## src/rtl/core/tcfpq_pkg.sv

```systemverilog
package tcfpq_pkg;

  // Default sizes of the slot table and its fields.
  localparam int SLOTS_DEF    = 16;
  localparam int ID_BITS_DEF  = 16;
  localparam int SEQ_BITS_DEF = 32;

  // Fixed widths of the stream fields.
  localparam int ID_W     = 16;
  localparam int SEQ_W    = 32;
  localparam int OCC_W    = 5;
  localparam int IN_DATA_W  = 24;
  localparam int OUT_DATA_W = 56;

  // Request kinds carried on the slave-side tuser.
  typedef enum logic {
    OP_INSERT = 1'b0,
    OP_REMOVE = 1'b1
  } op_t;

  // Result status carried on the master-side tuser.
  typedef enum logic [1:0] {
    ST_DONE  = 2'd0,
    ST_FULL  = 2'd1,
    ST_EMPTY = 2'd2
  } status_t;

endpackage

```

## src/rtl/core/tcfpq_ram.sv

```systemverilog
module tcfpq_ram #(
  parameter int WIDTH = 8,
  parameter int DEPTH = 16
) (
  input  logic                     clk,
  input  logic                     we,
  input  logic [$clog2(DEPTH)-1:0] waddr,
  input  logic [WIDTH-1:0]         wdata,
  input  logic [$clog2(DEPTH)-1:0] raddr,
  output logic [WIDTH-1:0]         rdata
);

  logic [WIDTH-1:0] mem [DEPTH];

  always_ff @(posedge clk) begin
    if (we) begin
      mem[waddr] <= wdata;
    end
    rdata <= mem[raddr];
  end

endmodule

```

## src/rtl/core/two_class_fifo_priority_queue.sv

```systemverilog
// An accepted request passes through the accept, a read of every slot in turn, a compare of
// each slot's entry behind its read, the exit from the scan, and the commit that issues the
// result. A new request is taken only once the last one has committed (s_tready while idle).
// The commit waits while an earlier result is still held on the result stream.
// Reset (rst, synchronous, active high) empties the table, clears the arrival counter and the
// occupancy, and drops any pending result; the entry RAM itself is not cleared.
module two_class_fifo_priority_queue
  import tcfpq_pkg::*;
#(
  parameter int SLOTS    = SLOTS_DEF,
  parameter int ID_BITS  = ID_BITS_DEF,
  parameter int SEQ_BITS = SEQ_BITS_DEF
) (
  input  logic                  clk,
  input  logic                  rst,
  // Request stream.
  input  logic                  s_tvalid,
  output logic                  s_tready,
  input  logic [IN_DATA_W-1:0]  s_tdata,   // [15:0] item_id, [16] urgent, rest zero
  input  logic                  s_tuser,   // [0] operation
  // Result stream.
  output logic                  m_tvalid,
  input  logic                  m_tready,
  output logic [OUT_DATA_W-1:0] m_tdata,   // [15:0] served_id, [16] served_urgent,
                                           // [48:17] served_sequence, [53:49] occupancy
  output logic [1:0]            m_tuser    // [1:0] status
);

  localparam int AW = $clog2(SLOTS);
  localparam int CW = $clog2(SLOTS + 1);
  localparam int EW = ID_BITS + 1 + SEQ_BITS;

  typedef enum logic [1:0] {
    S_IDLE,
    S_SCAN,
    S_COMMIT
  } state_t;

  state_t state;

  // Request held for the length of the scan.
  op_t                 req_op;
  logic [ID_BITS-1:0]  req_id;
  logic                req_urgent;

  // Table state. The valid bits live in flops so that reset empties the table at once.
  logic [SLOTS-1:0]    valid;
  logic [SEQ_BITS-1:0] arrival;
  logic [CW-1:0]       held;

  // Scan sequencer: idx issues RAM reads, cmp_* is the compare stage behind them.
  logic [AW:0]         idx;
  logic                cmp_go;
  logic [AW-1:0]       cmp_idx;

  // Best slot found so far: the lowest free slot on an insert, the winning entry on a remove.
  logic                have_best;
  logic [AW-1:0]       best_idx;
  logic [ID_BITS-1:0]  best_id;
  logic                best_urgent;
  logic [SEQ_BITS-1:0] best_seq;

  // Entry RAM, laid out {sequence, urgent, id}.
  logic                ram_we;
  logic [EW-1:0]       ram_wdata;
  logic [EW-1:0]       ram_rdata;
  logic [ID_BITS-1:0]  rd_id;
  logic                rd_urgent;
  logic [SEQ_BITS-1:0] rd_seq;
  logic                cand_wins;
  logic                out_free;

  // Width adapters between the fixed stream fields and the parameterized storage.
  logic [ID_BITS+ID_W-1:0]   id_in_ext;
  logic [ID_BITS+ID_W-1:0]   id_out_ext;
  logic [SEQ_BITS+SEQ_W-1:0] seq_out_ext;
  logic [CW+OCC_W-1:0]       occ_ext;
  logic [CW-1:0]             held_next;
  logic [OUT_DATA_W-1:0]     out_data;

  tcfpq_ram #(
    .WIDTH (EW),
    .DEPTH (SLOTS)
  ) u_ram (
    .clk   (clk),
    .we    (ram_we),
    .waddr (best_idx),
    .wdata (ram_wdata),
    .raddr (idx[AW-1:0]),
    .rdata (ram_rdata)
  );

  assign rd_id     = ram_rdata[ID_BITS-1:0];
  assign rd_urgent = ram_rdata[ID_BITS];
  assign rd_seq    = ram_rdata[EW-1:ID_BITS+1];

  // Urgent beats normal; inside a class the smaller arrival stamp wins. On a tie the
  // earlier slot stays, since the scan runs upward.
  always_comb begin
    if (rd_urgent != best_urgent) begin
      cand_wins = rd_urgent;
    end else begin
      cand_wins = rd_seq < best_seq;
    end
  end

  assign out_free  = !m_tvalid || m_tready;
  assign s_tready  = (state == S_IDLE);
  assign ram_we    = (state == S_COMMIT) && out_free && (req_op == OP_INSERT) && have_best;
  assign ram_wdata = {arrival, req_urgent, req_id};

  assign id_in_ext   = {{ID_BITS{1'b0}}, s_tdata[ID_W-1:0]};
  assign id_out_ext  = {{ID_W{1'b0}}, best_id};
  assign seq_out_ext = {{SEQ_W{1'b0}}, best_seq};

  // Occupancy after the request, shown on the result.
  always_comb begin
    held_next = held;
    if (have_best) begin
      if (req_op == OP_INSERT) begin
        held_next = held + CW'(1);
      end else begin
        held_next = held - CW'(1);
      end
    end
  end

  assign occ_ext = {{OCC_W{1'b0}}, held_next};

  // Result word. The served fields are filled only by a remove that found an entry.
  always_comb begin
    out_data        = '0;
    out_data[53:49] = occ_ext[OCC_W-1:0];
    if (req_op == OP_REMOVE && have_best) begin
      out_data[15:0]  = id_out_ext[ID_W-1:0];
      out_data[16]    = best_urgent;
      out_data[48:17] = seq_out_ext[SEQ_W-1:0];
    end
  end

  always_ff @(posedge clk) begin
    if (rst) begin
      state     <= S_IDLE;
      valid     <= '0;
      arrival   <= '0;
      held      <= '0;
      m_tvalid  <= 1'b0;
      cmp_go    <= 1'b0;
      have_best <= 1'b0;
      idx       <= '0;
    end else begin
      if (m_tvalid && m_tready && state != S_COMMIT) begin
        m_tvalid <= 1'b0;
      end
      case (state)
        S_IDLE: begin
          if (s_tvalid) begin
            req_op     <= op_t'(s_tuser);
            req_id     <= id_in_ext[ID_BITS-1:0];
            req_urgent <= s_tdata[ID_W];
            idx        <= '0;
            cmp_go     <= 1'b0;
            have_best  <= 1'b0;
            state      <= S_SCAN;
          end
        end
        S_SCAN: begin
          // Read stage.
          if (idx != (AW+1)'(SLOTS)) begin
            cmp_go  <= 1'b1;
            cmp_idx <= idx[AW-1:0];
            idx     <= idx + (AW+1)'(1);
          end else begin
            cmp_go <= 1'b0;
          end
          // Compare stage, fed by the read issued in the previous cycle.
          if (cmp_go) begin
            if (req_op == OP_INSERT) begin
              if (!valid[cmp_idx] && !have_best) begin
                have_best <= 1'b1;
                best_idx  <= cmp_idx;
              end
            end else begin
              if (valid[cmp_idx] && (!have_best || cand_wins)) begin
                have_best   <= 1'b1;
                best_idx    <= cmp_idx;
                best_id     <= rd_id;
                best_urgent <= rd_urgent;
                best_seq    <= rd_seq;
              end
            end
          end
          if (idx == (AW+1)'(SLOTS) && !cmp_go) begin
            state <= S_COMMIT;
          end
        end
        S_COMMIT: begin
          // The result register is free or empties at this edge, so it takes the new result.
          if (out_free) begin
            m_tvalid <= 1'b1;
            held     <= held_next;
            m_tdata  <= out_data;
            if (req_op == OP_INSERT) begin
              if (have_best) begin
                valid[best_idx] <= 1'b1;
                arrival         <= arrival + SEQ_BITS'(1);
                m_tuser         <= ST_DONE;
              end else begin
                m_tuser <= ST_FULL;
              end
            end else begin
              if (have_best) begin
                valid[best_idx] <= 1'b0;
                m_tuser         <= ST_DONE;
              end else begin
                m_tuser <= ST_EMPTY;
              end
            end
            state <= S_IDLE;
          end
        end
        default: begin
          state <= S_IDLE;
        end
      endcase
    end
  end

endmodule

```

## config.mk

```make
export PLATFORM = sky130hd
export DESIGN_NAME = two_class_fifo_priority_queue
export DESIGN_NICKNAME = d
export VERILOG_FILES = /design/src/rtl/core/tcfpq_pkg.sv /design/src/rtl/core/tcfpq_ram.sv /design/src/rtl/core/two_class_fifo_priority_queue.sv
export SDC_FILE = /design/constraint.sdc
export NUM_CORES = 1
export LEC_CHECK = 0
export BUFFER_PORTS_ARGS = -buffer_cell sky130_fd_sc_hd__buf_2
export CAP_MARGIN = 20
export CORE_MARGIN = 4
export CORE_UTILIZATION = 52
export DETAILED_ROUTE_END_ITERATION = 16
export GPL_TIMING_DRIVEN = 1
export PLACE_DENSITY = 0.75
export REMOVE_ABC_BUFFERS = 1
export SLEW_MARGIN = 20
export SYNTH_ARGS = -nofsm -noshare
export SYNTH_HDL_FRONTEND = slang
export SYNTH_HIERARCHICAL = 1
export SYNTH_SLANG_ARGS = --single-unit
```

## constraint.sdc

```tcl
create_clock -name clk -period 4.9 [get_ports clk]
set_input_delay 0.245 -clock clk [delete_from_list [all_inputs] [get_ports clk]]
set_output_delay 0.245 -clock clk [all_outputs]
set_load 0.02 [all_outputs]
```

==> flow_results.org, run 1 <==
** Critical path
- Most frequent cell on the critical path :: sky130_fd_sc_hd__a21oi_1
- Max Fanout on Critical Path :: 18
- STA puts the critical path data required time at 5.20 ns.
- Worst setup SP type :: register
- Dominant delay contributor by cell family on the critical path :: compound AO/OA/AOI/OAI gates
- Critical Path, Cell by Cell :: inv_1, ha_1, a21oi_1, a21oi_1, a2111oi_0, a2111oi_1, nor2_4, buf_4
- By startpoint and endpoint, the worst setup path is classified as reg -> reg.
- In this design, the stage delay of the slowest critical-path cell is 0.69 ns.
- Among all stages on the critical path, the largest delay is contributed by sky130_fd_sc_hd__a2111oi_0.
- The worst setup path is captured at a register.
- CP bufs+invs :: 2
- Arrival time worst endpoint :: 3.79 ns

** Finish
- The number of antenna diodes in the final layout is 0.
- Number of standard cells in the layout, taps in and fillers out :: 3,129
- Area growth syn-to-layout :: 14.0%
- Layout Cell Area excl Fill :: 43,900 µm²
- After filler insertion, the fill cell instance count of the layout stands at 5,027.
- Number of nets in the final layout :: 2,146
- In the final layout, flip-flops and latches occupy 29,700 µm².
- Most common library cell in the layout ignoring fill and taps :: sky130_fd_sc_hd__edfxtp_1
- Leading cell types in the layout, fill and taps excluded :: 915 x sky130_fd_sc_hd__edfxtp_1, 200 x sky130_fd_sc_hd__mux4_2, 109 x sky130_fd_sc_hd__dfxtp_1, 105 x sky130_fd_sc_hd__clkbuf_16, 99 x sky130_fd_sc_hd__a22oi_1
- The multi-input combinational cells in the finished layout cover a total of 8340 µm².
- Share of post-route cells with drive strength above 1 :: 0.239

** Global route
- The total overflow left after global routing is 0.
- Maximum number of pins on one net before global-route repair :: 69
- The via count of the first global-routing pass is 19,666.
- Combined global-route utilization of all metal layers :: 0.217
- The initial antenna violation count came to 0.
- Wire length of the first global-routing pass :: 126,000 µm

** Detailed routing
- Dividing the detail-routed via count by the number of cells gives 6.14.
- In this run, the number of DRC markers left after iteration 0 of detailed routing was 2,231.
- In the routed design, unresolved DRC markers number 0.
- Detailed-router iteration count before antenna repair :: 5
- In the final routed layout, each cell accounts on average for 26.8 µm.
- Total detailed-routing wirelength :: 83,900 µm
- The count of nets left with antenna violations once routing finished came out at 0.
- Total vias in the final route :: 19,197

** Outcome
- The flow ran to the end, and the final reports show no timing, DRC or antenna violations.

** Synthesis
- Fraction of registers with async set or reset after synthesis :: 0
- In this run the mean area of a mapped cell was 20.0 µm².
- Of the synthesized area, sequential elements account for 0.772.
- Register bit count reported by yosys :: 1,027
- Synthesis produced 1,922 cells.
- After synthesis the cells add up to 38,500 µm².
- For this run, the number of Yosys warnings is 6.
- Number of distinct library cells after synthesis :: 57
- Number of enable flip-flop cells after synthesis :: 915
- Primary FF master, synth :: sky130_fd_sc_hd__edfxtp_1

** Clock tree
- Deepest level of the CTS H-tree :: 3
- Total CTS buffers :: 103
- Counting every sink on the clock net gives 1,027.
- Clock-pin slew was measured on the worst setup and hold paths at 0.06 ns.
- TritonCTS built the clock tree.
- Worst-Skew Late Latency :: 0.65 ns
- Clock Tree Buf Depth :: 3
- Clock tree synthesis selected as its root buffer the cell sky130_fd_sc_hd__clkbuf_16.
- Post-CTS setup buffer count :: 0

** Power
- The share of total power dissipated in sequential elements is 0.537.
- Comb power frac :: 0.013
- Clock Power Share :: 0.450
- For this design the total switching power over the nets is 3.43 mW.
- Across the VDD grid, the largest voltage drop is 0.333 mV.
- Leakage Power :: 13.1 nW
- Dividing total power by cell area gives a power density of 402 nW/µm².
- Final Power :: 17.6 mW
- The internal portion of the total power is 14.2 mW.
- Net switching share of the total power :: 0.194

** STA
- Number of setup violations in the final report :: 0
- Static timing analysis puts the maximum clock frequency at 286 MHz.
- The worst pin sits at a relative slew slack of 0.249.
- Period Utilization, post-route :: 0.712
- Slew Limit Fails :: 0
- The clock arrives with 0.0209 ns of skew.
- At the pin with the least slew margin, the transition time is 1.13 ns.
- Number of hold-slack violations in the final timing report :: 0
- Final worst path period need :: 3.49 ns
- Post-route setup slack :: 1.41 ns
- Setup repair after global routing left no endpoint under its margin.

** Die
- Top-Level Pins :: 89
- Width of the die :: 280 µm
- In this run the vertical extent of the chip is 280 µm.
- For this configuration, the core starts out at a cell density of 0.526.
- Std-Cell Rows :: 99
- The die covers 78,500 µm².
- In this run the standard cell core region covers 73,200 µm².

** Hold path
- Class of the most critical hold timing path :: in -> reg

** Placement
- Routability-driven placement finished with a final weighted congestion of 0.738.
- Port Buf Inserts :: 79
- The placed instances occupy a cell area of 40,200 µm².
- Placed wire-length estimate :: 42,300 µm
- Setup slack after placement :: 1.28 ns
- The number of placed instances, taps included, is 2,914.

** Flow run
- Max-cap violations in this run came to 0.
==> cell type report <==
type,instances,area share
clock inverter,61,0.0154
multi-input combinational,766,0.190
inverter,41,0.00351
sequential,1027,0.677
tap,959,0.0273
timing repair buffer,140,0.0231
clock buffer,135,0.0636
==> timing repair <==
action / in CTS / in global routing
hold buffers: 19 / 0
gates resized for setup: 0 / 0
hold endpoints to repair: 20 / 0
==> cells in the mapped netlist, types with 12 or more instances <==
cell                       number  area share
sky130_fd_sc_hd__nor2_1        68      0.0066
sky130_fd_sc_hd__a22oi_1       99       0.019
sky130_fd_sc_hd__nand4_1       17      0.0028
sky130_fd_sc_hd__a21oi_1       37      0.0048
sky130_fd_sc_hd__xor2_1        27      0.0061
sky130_fd_sc_hd__nand3_1       17      0.0022
sky130_fd_sc_hd__dfxtp_1      112       0.058
sky130_fd_sc_hd__or3_1         13      0.0021
sky130_fd_sc_hd__ha_1          37       0.012
sky130_fd_sc_hd__buf_2         15      0.0019
sky130_fd_sc_hd__inv_1         40      0.0039
sky130_fd_sc_hd__buf_4         12      0.0023
sky130_fd_sc_hd__and3_1        55      0.0089
sky130_fd_sc_hd__clkbuf_1      51      0.0050
sky130_fd_sc_hd__nor3_1        13      0.0017
sky130_fd_sc_hd__mux4_2       200        0.12
sky130_fd_sc_hd__edfxtp_1     915        0.71
sky130_fd_sc_hd__o21ai_0       23      0.0030
sky130_fd_sc_hd__nand2_1       73      0.0071
==> worst min-delay path, delay by kind of cell <==
kind                   cells  cell delay [ns]
AO/OA/AOI/OAI              1             0.18
buffers and inverters      1             0.09
AND/OR/NAND/NOR            2             0.13
==> sequential cells by signal (all words and copies together) (netlist names), 4 cells and up, named ones only <==
name         cells
u_ram/rdata     49
req_id          16
arrival         32
best_id         16
cmp_idx          4
idx              5
u_ram/mem      784
m_tdata         54
best_idx         4
held             5
best_seq        32
==> routing by layer <==
layer  track usage  vias to the layer above  share of wire
li1              -                     8142              -
met1         0.312                    10036           0.41
met2         0.347                      881           0.48
met3        0.0423                      138          0.090
met4        0.0593                        0          0.021
met5             0                        -              0
==> per-stage QoR <==
| step | utilization | hold WS (ns) | setup TNS (ns) |
|---|---|---|---|
| 3_3_place_gp | 0.550 | 0.386 | 0 |
| 5_1_grt | 0.600 | 0.0484 | 0 |
| 4_1_cts | 0.600 | 0.00548 | 0 |
| 3_5_place_dp | 0.550 | 0.389 | 0 |
| 2_1_floorplan | - | 0.314 | -448.00 |
| 6_report | 0.600 | 0.0483 | 0 |
==> power groups by stage <==
stage	Clock, mW	Sequential (mW)	Combinational, mW
floorplan	0	9.69	0.147
global placement	0	9.66	0.215
detailed placement	0	9.66	0.218
CTS	8.09	9.48	0.231
global route	8.48	9.47	0.246
finish	7.95	9.47	0.226
==> worst paths after layout <==
| kind | depth (start not counted) | endpoint | startpoint | slack [ns] |
|---|---|---|---|---|
| worst max-delay path | 8 | best_seq[8]$_DFFE_PP_ | best_seq[11]$_DFFE_PP_ | 1.41 |
| worst max register to register | 8 | best_seq[8]$_DFFE_PP_ | best_seq[11]$_DFFE_PP_ | 1.41 |
| worst min register to register | 0 | best_id[6]$_DFFE_PP_ | u_ram/rdata[6]$_DFF_P_ | 0.40 |
| worst min-delay path | 4 | state[1]$_SDFFE_PP0P_ | m_tready | 0.05 |
==> cell families (layout without fill, tap and decap cells) <==
family / count (synthesis) / count (layout) / synth area share
muxes: 210 / 210 / 0.120
xor gates and xnor gates: 35 / 35 / 0.00796
buffers and inverters: 130 / 377 / 0.0157
and+or+nand+nor: 301 / 301 / 0.0407
adders and majority gates: 38 / 38 / 0.0125
DFF: 1027 / 1027 / 0.772
other: 1 / 2 / 0.0000974
AOI/OAI and AO/OA: 180 / 180 / 0.0315
(Power assumes the default switching activity.)
==> run 2, diff against run 1 <==
- ABC_AREA: not set -> 1
- PLACE_DENSITY: 0.75 -> 0.72
- clock period: 4.9 -> 3.6 ns (I/O delays scaled with it)
==> run 2 against run 1 <==
Global-route usage increased by 0.67 points. Register-to-register slack got worse by 0.52 ns. Cell area increased by 11%. Sequential power increased by 40%. Die area increased by 12%. Utilization decreased by 0.85 points. First-iteration DRC count increased by 10%. Combinational power increased to 11 times the previous value. Fmax increased by 29%. Total power increased by 54%. Highest routed layer is now met5.
==> flow_results.org, run 2 <==
** Outcome
- The run finished with clean final reports.

** Clock tree
- The clock reaches the later pin of the worst-skew pair after 0.68 ns.
- CTS saw 1,027 sinks.
- After clock tree synthesis, the clock-pin slew on the worst setup and hold paths is 0.06 ns.
- Clock Tree Buf Depth :: 3
- The number of clock buffers added by TritonCTS is 103.
- Clock root cell :: sky130_fd_sc_hd__clkbuf_16
- CTS Hold Bufs :: 20
- Deepest level of the CTS H-tree :: 3
- Gates resized during post-CTS repair numbered 0.
- Post-CTS setup buffer count :: 0
- TritonCTS clock tree :: done

** Critical path
- Critical-path cell with the highest stage delay :: sky130_fd_sc_hd__edfxtp_1
- Worst setup endpoint :: best_id[14]$_DFFE_PP_
- Origin of the critical flop-to-flop path :: best_seq[1]$_DFFE_PP_
- Number of cells on the critical path :: 16
- The critical path starts at best_seq[1]$_DFFE_PP_.
- By instance count, the cell type seen most on the critical path is sky130_fd_sc_hd__nand2_1.
- Delay of the slowest critical-path stage :: 0.36 ns
- Critical Path, Cell by Cell :: inv_1, ha_1, nand2_1, nand2_1, nand2_1, nand2_1, nand2_1, nand2_1, nand2_1, nand2_1, nand2_1, nand2_1, nand2_1, nand2_1, inv_2, buf_12
- The worst setup path is of the reg -> reg kind.
- Arrival time worst endpoint :: 3.06 ns
- Critical path endpoint category :: register
- Max Fanout on Critical Path :: 18
- Setup slack of the most critical reg-to-reg path :: 0.89 ns
- Worst setup SP type :: register
- CP bufs+invs :: 3
- Worst R2R Path Depth :: 16
- Reg2Reg Capture Point :: best_id[14]$_DFFE_PP_
- In this design, the largest share of critical-path delay is due to simple AND/OR/NAND/NOR gates.
- At the worst endpoint, the required time is 3.95 ns.

** Synthesis
- Area fraction of the dominant cell type after synthesis :: 0.635
- Part of the Yosys area used for sequential elements :: 0.687
- Ranked by total cell area, the synthesized netlist is headed by sky130_fd_sc_hd__edfxtp_1 64%, sky130_fd_sc_hd__nand2_1 10%, sky130_fd_sc_hd__nand3_1 7.0%.
- By count the netlist is led by 1,177 x sky130_fd_sc_hd__nand2_1, 915 x sky130_fd_sc_hd__edfxtp_1, 709 x sky130_fd_sc_hd__inv_1.
- Largest area contributor in the netlist :: sky130_fd_sc_hd__edfxtp_1
- Fraction of registers with async set or reset after synthesis :: 0
- In the synthesized netlist, the number of instances is 4,095.
- In this run, synthesis inferred 915 flip-flops with an integrated enable.
- Dividing the synthesized area by the synthesized cell count gives 10.6 µm².
- Combined area of all synthesized cells :: 43,300 µm²
- Register bit count reported by yosys :: 1,027
- In the synthesized netlist the dominant register cell turns out to be sky130_fd_sc_hd__edfxtp_1.
- Count of warnings emitted by yosys :: 6
- In this run, distinct cell masters in the synthesized netlist total 43.
- In the post-synthesis netlist, the cell with the most instances is sky130_fd_sc_hd__nand2_1.

** STA
- Relative slew slack :: 0.271
- Number of hold-slack violations in the final timing report :: 0
- At the pin with the least slew margin, the transition time is 1.09 ns.
- The clock arrives with 0.0292 ns of skew.
- The smallest clock period supported by the final layout is computed as 2.71 ns.
- Derived from the worst setup path, the maximum achievable clock frequency is 369 MHz.
- Summed over all failing endpoints, the final setup total negative slack is 0 ns.
- Period Utilization, post-route :: 0.754
- Slew Limit Fails :: 0
- Unrepaired setup endpoints after global routing :: no
- Setup violations remaining at the end of the flow were counted as 0.
- In the post-route analysis, the smallest setup slack over all paths is 0.887 ns.

** Finish
- Area of the multi-input gates :: 9840 µm²
- Number of nets in the final layout :: 4,238
- The top cell types in the final layout, fill and taps aside, are 1,176 x sky130_fd_sc_hd__nand2_1, 915 x sky130_fd_sc_hd__edfxtp_1, 707 x sky130_fd_sc_hd__inv_1, 605 x sky130_fd_sc_hd__nand3_1, 120 x sky130_fd_sc_hd__nor2_1.
- In the final layout, the registers with the most flip-flops are u_ram/mem (784), m_tdata (54), u_ram/rdata (49).
- After filler insertion, the fill cell instance count of the layout stands at 6,421.
- Area used by sequential logic in the layout :: 29,700 µm²
- Area growth syn-to-layout :: 12.4%
- Leaving out fill and tap cells, the most frequent cell in the layout is sky130_fd_sc_hd__nand2_1.
- Number of standard cells in the layout, taps in and fillers out :: 5,332
- Share of post-route cells with drive strength above 1 :: 0.0814
- After routing the design area is 48,600 µm².
- Max reg flops :: 784
- Largest reg by FF count :: u_ram/mem

** Die
- Die outline area :: 87,900 µm²
- The initial utilization of the core area, before any placement, comes to 0.526.
- Std-Cell Rows :: 105
- The die is 296 µm tall.
- Top-Level Pins :: 89
- Core ar. :: 82,200 µm²
- Measured along the x axis, the die boundary spans 296 µm.

** Flow run
- Max-cap violations in this run came to 0.

** Power
- For this design the ratio of total power to cell area is 557 nW/µm².
- Summed over all cells, the static leakage comes to 20.5 nW.
- IR analysis of the VDD net gives a maximum drop of 0.381 mV.

** Detailed routing
- Total vias in the final route :: 28,437
- Before antenna repair, the detailed router went through 5 iterations.
- After detailed routing, the average wire length per cell comes to 18.5 µm.
- Number of DRC markers in iteration 0 :: 2,457
- The detail route stage leaves a number of antenna-violating nets equal to 0.
- Total detailed-routing wirelength :: 98,400 µm
- Via density per instance :: 5.33
- After detailed routing, the number of remaining DRC violations is 0.

** Placement
- Placed wire-length estimate :: 52,200 µm
- Including well taps, the total number of placed cells is 5,116.
- Area post-placement :: 44,800 µm²
- Port Buf Inserts :: 79
- Setup slack after placement :: 0.903 ns
- Routability-driven placement finished with a final weighted congestion of 0.863.

** Hold path
- In this run the worst hold path is classified as in -> reg.

** Global route
- Entering global routing, the biggest net connects 192 pins.
- Wire length of the first global-routing pass :: 152,000 µm
- Number of global-route vias before repair :: 27,961
- GR Overflow Total :: 0
- The initial antenna violation count came to 5.
- Combined global-route utilization of all metal layers :: 0.224
## run 2: cell families after synthesis
family	count (synthesis)	share of synthesized area
AND/OR/NAND/NOR	1969	0.191
flip-flops	1027	0.687
buffers and inverters	905	0.0891
AO/OA/AOI/OAI	131	0.0165
adder cells (fa/ha/maj)	38	0.0112
XOR/XNOR	24	0.00486
other	1	0.0000867
## run 2: layer usage
layer | up-vias | GRT usage | part of all wire
li1 | 13477 | - | -
met1 | 13714 | 0.295 | 0.41
met2 | 1026 | 0.381 | 0.49
met3 | 218 | 0.0314 | 0.068
met4 | 2 | 0.0840 | 0.032
met5 | - | 0 | 0.00013
## run 2: worst min path at each step
stage               startpoint                        to  slack (ns)  cells after the start
finish                     rst  arrival[24]$_SDFFE_PP0P_        0.10                      2
CTS                        rst  arrival[24]$_SDFFE_PP0P_        0.07                      2
floorplan                  rst  arrival[11]$_SDFFE_PP0P_        0.25                      1
global placement    s_tdata[6]       req_id[6]$_DFFE_PP_        0.36                      1
detailed placement  s_tdata[8]       req_id[8]$_DFFE_PP_        0.36                      1
global route               rst  arrival[24]$_SDFFE_PP0P_        0.09                      2
## run 2: layout make-up
| class | instances | share of cell area |
|---|---|---|
| inverters | 719 | 0.0559 |
| clock inverters | 66 | 0.0165 |
| flip-flops and latches | 1027 | 0.612 |
| repair buffers | 156 | 0.0280 |
| clock buffers | 129 | 0.0582 |
| well taps | 1070 | 0.0275 |
| multi-input cells | 2164 | 0.202 |
| diodes | 1 | 0.0000515 |
## run 2: where the power goes
part / internal (mW) / leakage [nW] / switching, mW
combinational: 0.764 / 10.3 / 1.75
clock: 6.74 / 1.77 / 4.53
sequential: 13.1 / 8.43 / 0.199
## run 2: stage by stage
stage	utilization	power (mW)	hold WS, ns
after floorplan	-	15.5	0.249
after detailed placement	0.545	16.1	0.358
final	0.591	27.1	0.105
after global routing	0.591	28.1	0.0916
after CTS	0.591	27.2	0.0676
after global placement	0.544	16.0	0.357
==> run 3, diff against run 2 <==
- PLACE_DENSITY: 0.72 -> 0.75
- clock period: 3.6 -> 2.3 ns (I/O delays scaled with it)
==> run 3 against run 2 <==
Clock power increased by 50%. Global-route usage increased by 1.2 points. Die area stayed put. Non-clock buffer count grew 74. Total power is 55% higher. First-iteration DRC count up 29%. Critical path depth down 3. Worst hold slack improved by 0.030 ns. Fmax increased by 19%. Critical endpoint is now best_id[13]$_DFFE_PP_. Largest cell class unchanged.
==> flow_results.org, run 3 (synthesis gave the netlist of run 2 again) <==
** Power
- Peak supply drop :: 0.599 mV
- Cell internal power was estimated by the tool at 31.8 mW.
- The share of total power dissipated in the clock network is 0.404.
- Of the total power, combinational logic draws 0.102.
- For this design the static power due to leakage is 20.9 nW.
- Areal power density over the cells :: 849 nW/µm²
- Net switching power :: 10.3 mW
- Fraction of power consumed by sequential logic :: 0.494
- Total power for the finished layout comes to 42.1 mW.
- Of the total power, the share spent switching nets is 0.244.

** Die
- Top-Level Pins :: 89
- From left edge to right edge, the die measures 296 µm.
- The total area inside the core boundary comes to 82,200 µm².
- The initial utilization of the core area, before any placement, comes to 0.526.
- Std-Cell Rows :: 105
- From bottom edge to top edge, the die measures 296 µm.
- The floorplan step defined a die boundary enclosing 87,900 µm².

** Critical path
- STA classifies the critical path endpoint as a register.
- Data required time of the worst path :: 2.76 ns
- Type of the worst setup path :: reg -> reg
- The signal on the critical path passes through inv_2, ha_4, nand2_4, nor2_4, nand4_1, nor4_2, nand2_1, nand2_1, nand2_1, nand2_2, clkinv_8, buf_12, buf_12.
- Arrival time worst endpoint :: 2.74 ns
- Together, buffers and inverters on the worst path number 4.
- The largest single stage delay on the critical path is 0.35 ns.
- Along the worst path, the maximum fanout reaches 6.
- The cell that appears most often on the critical path is sky130_fd_sc_hd__nand2_1.
- The largest individual stage delay along the critical path comes from the cell sky130_fd_sc_hd__edfxtp_1.
- Worst setup SP type :: register
- The kind of cell with the highest combined delay along the critical path is simple AND/OR/NAND/NOR gates.

** Finish
- Leaving out fill and tap cells, the most frequent cell in the layout is sky130_fd_sc_hd__nand2_1.
- The library cells used most frequently in the layout, excluding fill and tap cells, are 1,164 x sky130_fd_sc_hd__nand2_1, 915 x sky130_fd_sc_hd__edfxtp_1, 702 x sky130_fd_sc_hd__inv_1, 605 x sky130_fd_sc_hd__nand3_1, 118 x sky130_fd_sc_hd__nor2_1.
- Share of post-route cells with drive strength above 1 :: 0.102
- Layout Cell Area excl Fill :: 49,500 µm²
- Max reg flops :: 784
- Area growth syn-to-layout :: 14.5%
- Top flop regs :: u_ram/mem (784), m_tdata (54), u_ram/rdata (49)
- Largest reg by FF count :: u_ram/mem
- Number of nets in the final layout :: 4,311

** Placement
- Placed wire-length estimate :: 56,300 µm
- Setup slack after placement :: -0.0574 ns
- Global placement routability congestion :: 0.911
- In this run the cell area measured after placement is 45,500 µm².
- Port Buf Inserts :: 79

** Detailed routing
- Via density per instance :: 5.39
- Total detailed-routing wirelength :: 105,000 µm
- Detailed-router iteration count before antenna repair :: 6
- Routed length per instance :: 19.4 µm
- The first routing iteration left 3,161 violations.
- Total DRC errors in the routed layout :: 0
- For this block, the via count after detailed routing is 29,107.
- The detail route stage leaves a number of antenna-violating nets equal to 0.

** Hold path
- Class of the most critical hold timing path :: in -> reg

** STA
- Final worst path period need :: 2.28 ns
- Setup repair after global routing could not meet its margin everywhere.
- Slew Limit Fails :: 0
- Measured against its own limit, the worst slew margin works out to 0.481.
- In the post-route analysis, the smallest setup slack over all paths is 0.0179 ns.
- For this run, the top clock speed supported by timing is 438 MHz.
- Number of setup violations in the final report :: 0
- At the pin with the least slew margin, the transition time is 0.778 ns.
- The number of failing hold endpoints at the final stage came to 0.
- Dividing the final minimum period by the clock period gives 0.992.
- Smallest hold slack :: 0.135 ns
- Across the routed clock network, the largest skew measured is 0.0465 ns.
- Sum of negative setup slack :: 0 ns

** Clock tree
- Worst-Skew Late Latency :: 0.69 ns
- Deepest level of the CTS H-tree :: 3
- Number of clock sinks :: 1,027
- TritonCTS built the clock tree.
- The tree is rooted in a sky130_fd_sc_hd__clkbuf_16.
- In this run, CTS created clock tree buffers numbering 102.
- The clock passes through at most 3 buffers.
- Clock transition at the registers of the reported paths :: 0.06 ns

** Global route
- Antenna violations before repair :: 1
- Summed over all layers, the global routing overflow is 0.
- Entering global routing, the biggest net connects 125 pins.
- Number of global-route vias before repair :: 28,481
- Wire length of the first global-routing pass :: 159,000 µm
- Combined global-route utilization of all metal layers :: 0.235

** Outcome
- The run finished with clean final reports.

** Flow run
- Across the run, the number of max-cap violations was 0.
-- run 3: cell types whose count changed in the layout (fill, tap and decap cells not counted), moves of 7 or more --
cell / previous run / this run
sky130_fd_sc_hd__buf_4: 30 / 77
sky130_fd_sc_hd__buf_12: 27 / 49
sky130_fd_sc_hd__nand2_1: 1176 / 1164
sky130_fd_sc_hd__clkbuf_1: 13 / 23
sky130_fd_sc_hd__nand2_2: 2 / 11
sky130_fd_sc_hd__clkinv_1: 16 / 9
-- run 3: metal layers --
layer / global-route usage / routed length, µm / vias to the layer above
met5: 0 / 13 / -
met3: 0.0340 / 9090 / 277
met4: 0.0900 / 3920 / 2
li1: - / - / 13610
met1: 0.301 / 40000 / 13901
met2: 0.411 / 51900 / 1317
-- run 3: power groups by stage --
stage | Combinational [mW] | Clock (mW) | Sequential, mW
after CTS | 4.16 | 17.2 | 20.8
final | 4.30 | 17.0 | 20.8
after global placement | 3.99 | 0 | 21.1
after detailed placement | 4.08 | 0 | 21.2
after global routing | 4.74 | 18.0 | 20.8
after floorplan | 2.66 | 0 | 21.5
-- run 3: final cells by class --
type / instances / area (µm²)
fill: 6171 / 32700
antenna: 1 / 2.50
inverter: 719 / 2730
clock buffer: 136 / 2790
timing repair buffer: 230 / 2250
clock inverter: 53 / 676
multi-input combinational: 2164 / 10000
sequential: 1027 / 29700
tap: 1070 / 1340
-- run 3: path summary, 6_finish.rpt --
check	startpoint	cells past startpoint	slack, ns	endpoint
setup / recovery	best_seq[28]$_DFFE_PP_	13	0.02	best_id[13]$_DFFE_PP_
hold / removal	s_tdata[16]	2	0.14	req_urgent$_DFFE_PP_
setup reg to reg	best_seq[28]$_DFFE_PP_	13	0.02	best_id[13]$_DFFE_PP_
hold reg to reg	u_ram/rdata[9]$_DFF_P_	0	0.40	best_id[9]$_DFFE_PP_
-- run 3: timing repair --
action / CTS / global route
resized for setup: 6 / 41
hold endpoints to repair: 35 / 0
hold buffers: 21 / 0
endpoints found under the setup margin: 36 / 60
pin swaps: 0 / 16
cloned: 1 / 3
buffers inserted: 0 / 4
-- run 3: per-stage QoR --
stage,util,instances
floorplan,-,3910
global placement,0.553,5181
detailed placement,0.553,5181
CTS,0.599,5392
global route,0.602,5399
finish,0.602,5400
